`src/rtl/core/lzwc_ram.sv`:
```
// ----------------------------------------------------------------------------
// lzwc_ram
// Simple dual-port RAM: one write port, one read port, registered read data.
// ----------------------------------------------------------------------------
module lzwc_ram #(
    parameter int unsigned WIDTH = 8,
    parameter int unsigned DEPTH = 256
) (
    input  logic                     aclk,
    input  logic                     we,
    input  logic [$clog2(DEPTH)-1:0] waddr,
    input  logic [WIDTH-1:0]         wdata,
    input  logic [$clog2(DEPTH)-1:0] raddr,
    output logic [WIDTH-1:0]         rdata
);

    logic [WIDTH-1:0] mem [DEPTH];

    always_ff @(posedge aclk) begin
        if (we) begin
            mem[waddr] <= wdata;
        end
        rdata <= mem[raddr];
    end

endmodule

```
`config.mk`:
```
export PLATFORM = sky130hd
export DESIGN_NAME = lzwc_ram
export DESIGN_NICKNAME = d
export VERILOG_FILES = /design/src/rtl/core/lzwc_ram.sv
export SDC_FILE = /design/constraint.sdc
export NUM_CORES = 2
export LEC_CHECK = 0
export BUFFER_PORTS_ARGS = -buffer_cell sky130_fd_sc_hd__buf_2
export CAP_MARGIN = 15
export CORE_AREA = 2 2 305 533
export CTS_CLUSTER_SIZE = 40
export DETAILED_ROUTE_END_ITERATION = 8
export DIE_AREA = 0 0 307 535
export GPL_TIMING_DRIVEN = 0
export SLEW_MARGIN = 20
export SYNTH_ARGS = -nofsm -noshare
export SYNTH_HDL_FRONTEND = slang
export SYNTH_SLANG_ARGS = --single-unit
```
`constraint.sdc`:
```
create_clock -name aclk -period 2.9 [get_ports aclk]
set_input_delay 0.145 -clock aclk [delete_from_list [all_inputs] [get_ports aclk]]
set_output_delay 0.145 -clock aclk [all_outputs]
set_load 0.1 [all_outputs]
```
After elaboration in Yosys (flattened, before gate mapping). Memory sizes are Yosys's and may differ from the RTL's. A register that Yosys moved wholly into a read port is not among the register bits. Index checks and enable logic that the tools add are counted.

Divide/modulo/power cells: 0. Shift-type cells: 0. Order comparisons: 0. Reductions and logical operators: 0. Multipliers: 0. Equal/unequal tests: 0. Multiplexer cells: 2. Bitwise logic cells: 0. Add/subtract/negate cells: 0.

Operator list (number): 2-to-1 mux 1 bit (2).

Output and inout port bits: 8. Memories: 1. Bits in registers: 0. Bits in writable memories: 2048. Logic and storage cells: 3. Latch bits: 0. Bits in read-only memories: 0.

Memories: mem (words 256, width 8, read ports 1, clocked after memory_dff 1, write ports 1, line 17) `logic [WIDTH-1:0] mem [DEPTH];`.

Logic depth before layout (Yosys ltp).
Depth after elaboration: 2. Gate-level depth with buffers: 11.

Least setup slack after synthesis. No wires, ideal clock.

Path type: in2reg. Start: in raddr[0]. End: reg rdata[2] (read register of mem). Data required time: 2.769 ns. Buffers on the path: 4. Stages on the path: 9. Data arrival time: 1.952 ns. Setup slack: 0.817 ns. Library setup time: 0.131 ns. Path through: buf_6 > buf_12 > buf_8 > buf_2 > mux4_2 > a22oi_1 > a21oi_1 > nor4_1 > nor4_2.

RTL lines: start, declared (line 13) `input logic [$clog2(DEPTH)-1:0] raddr,`; end, declared (line 14) `output logic [WIDTH-1:0] rdata`.

==> implementation parameters <==
Parameter                              Value

Placement
  Final weighted congestion in routability-driven placement ... 0.9339
  Worst setup slack before clock tree synthesis ... -2077 ps
  Detailed Place HPWL ... about 170 mm
  Number of instances in the placed design ... between 5000 and 6000
  Number of input and output port buffers inserted ... 26

Synthesis
  Number of cells produced by synthesis ... roughly 3700
  Total number of yosys warnings ... 0
  Mean cell area of the mapped netlist ... about 21 um^2
  Library cell occupying the most area in the post-synthesis netlist ... sky130_fd_sc_hd__edfxtp_1
  Yosys top cell area share ... 77.30%
  Leading post-synthesis cells by cell area ... sky130_fd_sc_hd__edfxtp_1 (77%), sky130_fd_sc_hd__mux4_2 (13%), sky130_fd_sc_hd__mux2i_1 (1.7%), sky130_fd_sc_hd__nor2_1 (1.3%), sky130_fd_sc_hd__a22oi_1 (1.3%)
  Seq/Total Area, Yosys ... between 70% and 80%
  Fraction of synthesis flops using an asynchronous set or reset pin ... 0%
  Most used flip-flop cell after synthesis ... sky130_fd_sc_hd__edfxtp_1
  Yosys cell types ... 55
  Syn_nets ... about 3800
  Flip-flop and latch count after synthesis ... 2056
  Count of flip-flops with a built-in enable after synthesis ... just over 2000
  Netlist area before placement ... 0.07956 mm^2

Timing
  Final hold viol count ... 0
  Upper clock frequency limit ... between 300 and 400 MHz
  Worst slew margin relative to its limit ... between 15 and 20%
  Number of failing setup endpoints in the final timing report ... 6
  Minimum setup slack in the final design ... -149.2 ps
  Number of pins with negative max-slew slack in the final report ... 0
  Slew of the pin with the lowest slew margin ... 1233 ps
  Unrepaired setup endpoints after global routing ... no
  Worst clock skew ... ~50 ps
  Final worst path period need ... 3049 ps
  Final period utilization ... 105.1%

Worst setup path
  Reg2reg setup slack ... roughly 80 ps
  Critical path launch point type ... input pin
  Worst Reg2Reg Path Length in Cells ... 6
  Crit end category ... flip-flop
  Top fanout value on the critical path ... 10
  Endpoint of the worst register-to-register path ... rdata[5]$_DFF_P_
  Critical path data arrival time ... 3710 ps
  Worst setup path startpoint ... raddr[3]
  Launching point of the worst reg2reg path ... mem[83][5]$_DFFE_PP_
  Data required time of the worst path ... approximately 3600 ps
  Kind of critical path ... in -> reg

Cells and area
  Number of standard cells in the layout, taps in and fillers out ... about 6200
  Area of the multi-input gates ... 0.01678 mm^2
  Highest-count cells in the layout ignoring fill and taps ... sky130_fd_sc_hd__edfxtp_1 (2048), sky130_fd_sc_hd__mux4_2 (454), sky130_fd_sc_hd__nor2_1 (276)
  Share of cells above drive strength 1 ... approximately a quarter
  Most common library cell in the layout ignoring fill and taps ... sky130_fd_sc_hd__edfxtp_1
  Share of the core filled with cells ... 56.20%
  Sequential standard cell area ... slightly above 0.06 mm^2
  Synth-to-layout area growth ... 12.83%
  Fillers ... between 10000 and 15000
  Number of nets in the layout ... about 4000

Pwr
  IR drop worst, VDD ... roughly 0.00078 V
  Cell leakage power ... about 0.028 uW
  Comb pwr share ... slightly above 6%
  Clock network power share ... around 40%
  Share of power burned in registers ... 53.0%
  Proportion of total power due to net switching ... between 20% and 30%
  P_int ... 48160 uW
  Total power divided by cell area ... between 600 and 700 mW/mm^2
  Net load switching power ... roughly 14000 uW

Hold path
  Min-Delay Path Depth ... 3
  Hold Crit Start ... waddr[6]
  End point of the most critical hold path ... mem[192][4]$_DFFE_PP_
  Path class of the lowest-slack min-delay path ... in -> reg

GRT
  GRT Total Usage ... between 30% and 40%
  Grt total ovfl ... 0
  Largest net degree at the start of global routing ... 137
  Number of global-route vias before repair ... 40985
  First-pass GRT wire length ... 336.8 mm
  Number of antenna violations at the first check in global routing ... 16

Die
  Initial cell density of the core ... 49.81%
  Standard cell core area ... 0.1597 mm^2
  Vertical extent of the die ... ~540 um
  Top Ports ... 34
  Number of placement rows ... around 190
  Area of the die ... about 0.16 mm^2
  Width of the die ... 307 um

Run
  Reported max-cap violation count ... 0

Clocking
  CTS root buffer ... sky130_fd_sc_hd__clkbuf_16
  CTS tree ... yes
  Clock-pin transition on the worst setup and hold timing paths ... around 70 ps
  Clock buffers created by TritonCTS ... about 180
  Latest clock arrival within the worst-skew pair ... between 800 and 900 ps
  Sink count of the clock tree ... approximately 2100
  Maximum level of the CTS H-tree ... 4
  Number of buffers on the longest clock path ... 4

Status
  Result of the run ... finished with violations
  Violations in the final reports ... setup timing

Route
  Post-route DRC ... 0
  Number of detailed-routing iterations run before antenna repair ... 8
  Iter 0 DRT Violations ... roughly 5300
  Final ANT Viol Nets ... 0
  Total routed wirelength ... approximately 250 mm
  Routed via count ... 40788
  Per-cell routed wire length ... roughly 40 um
  Vias per Instance ... 6.583
worst max path at each step:
stage | to | slack (ps) | depth (start not counted)
2_1_floorplan | rdata[2]$_DFF_P_ | 820 | 9
3_3_place_gp | rdata[4]$_DFF_P_ | -2240 | 10
3_5_place_dp | rdata[1]$_DFF_P_ | -2080 | 9
4_1_cts | rdata[1]$_DFF_P_ | 2 | 8
5_1_grt | rdata[7]$_DFF_P_ | 2 | 9
6_report | rdata[6]$_DFF_P_ | -150 | 9
layer usage:
metal,global-route usage [%],vias up,share of wire [%],wire length [um]
met5,0,-,0.028,69
met4,22.86,8,9.0,22500
met3,5.278,636,7.4,18380
met2,51.85,2246,51,126400
met1,34.88,21697,33,82480
li1,-,16201,-,-
logic make-up (layout without fill, tap and decap cells):
| group | after synthesis | in the layout | share of synthesized area, % |
|---|---|---|---|
| flops | 2056 | 2056 | 77.50 |
| simple gates | 466 | 466 | 2.628 |
| mux | 591 | 591 | 14.62 |
| other cells | 0 | 11 | 0 |
| compound gates | 385 | 385 | 3.419 |
| buf+inv | 235 | 629 | 1.831 |
critical path, stage by stage:
cell	delay, ps
sky130_fd_sc_hd__buf_2	120
sky130_fd_sc_hd__buf_2	350
sky130_fd_sc_hd__nor2b_1	170
sky130_fd_sc_hd__buf_1	640
sky130_fd_sc_hd__clkbuf_1	640
sky130_fd_sc_hd__a22oi_1	340
sky130_fd_sc_hd__a21oi_1	430
sky130_fd_sc_hd__a22oi_1	260
sky130_fd_sc_hd__nor4_2	550
metrics by stage:
step / instance area, um^2 / TNS, ps / hold slack (ps) / power (uW)
after floorplan: 79560 / 0 / 243.9 / 35160
after global placement: 82260 / -3930300 / 699.6 / 37080
after detailed placement: 83210 / -448770 / 375.0 / 37120
after CTS: 89690 / 0 / 112.8 / 61840
after global routing: 89740 / 0 / 136.3 / 62980
final: 89760 / -541.5 / 144.7 / 61780
registers in the layout, summed over array words and instances, names as in the netlist:
signal and flops:
rdata 8, mem 2048
power by group through the flow:
| stage | sequential, uW | clock (uW) | combinational [uW] |
|---|---|---|---|
| after floorplan | 33600 | 0 | 1590 |
| after global placement | 33500 | 0 | 3550 |
| after detailed placement | 33400 | 0 | 3720 |
| after CTS | 32800 | 25300 | 3800 |
| after global routing | 32700 | 26300 | 3900 |
| final | 32800 | 25200 | 3840 |
Yosys cell counts (all sizes together), types with 22 or more instances:
cell and count:
nand2 33, o22ai 28, nor2b 31, a22oi 133, nand3 34, edfxtp 2048
a21oi 96, o221ai 47, clkbuf 111, mux2i 134, nor4 27, mux4 456
nor3 22, nor2 282, buf 122
final cells by class:
cell class,instances,share of cell area (%)
Buffer,233,1.765
Clock inverter,109,1.418
Sequential cell,2056,68.69
Timing Repair Buffer,69,1.202
Antenna cell,11,0.03067
Clock buffer,216,5.321
Inverter,2,0.008363
Tap cell,2058,2.869
Multi-Input combinational cell,1442,18.70
repair_timing:
item / in CTS / in global routing
pin swaps: 1 / 0
endpoints found under the hold margin: 404 / 0
gates resized for setup: 88 / 11
setup endpoints to repair: 8 / 13
setup buffers: 3 / 0
hold buffers: 8 / 0
cloned: 0 / 0
No activity file was read; power rests on OpenSTA's default activity.
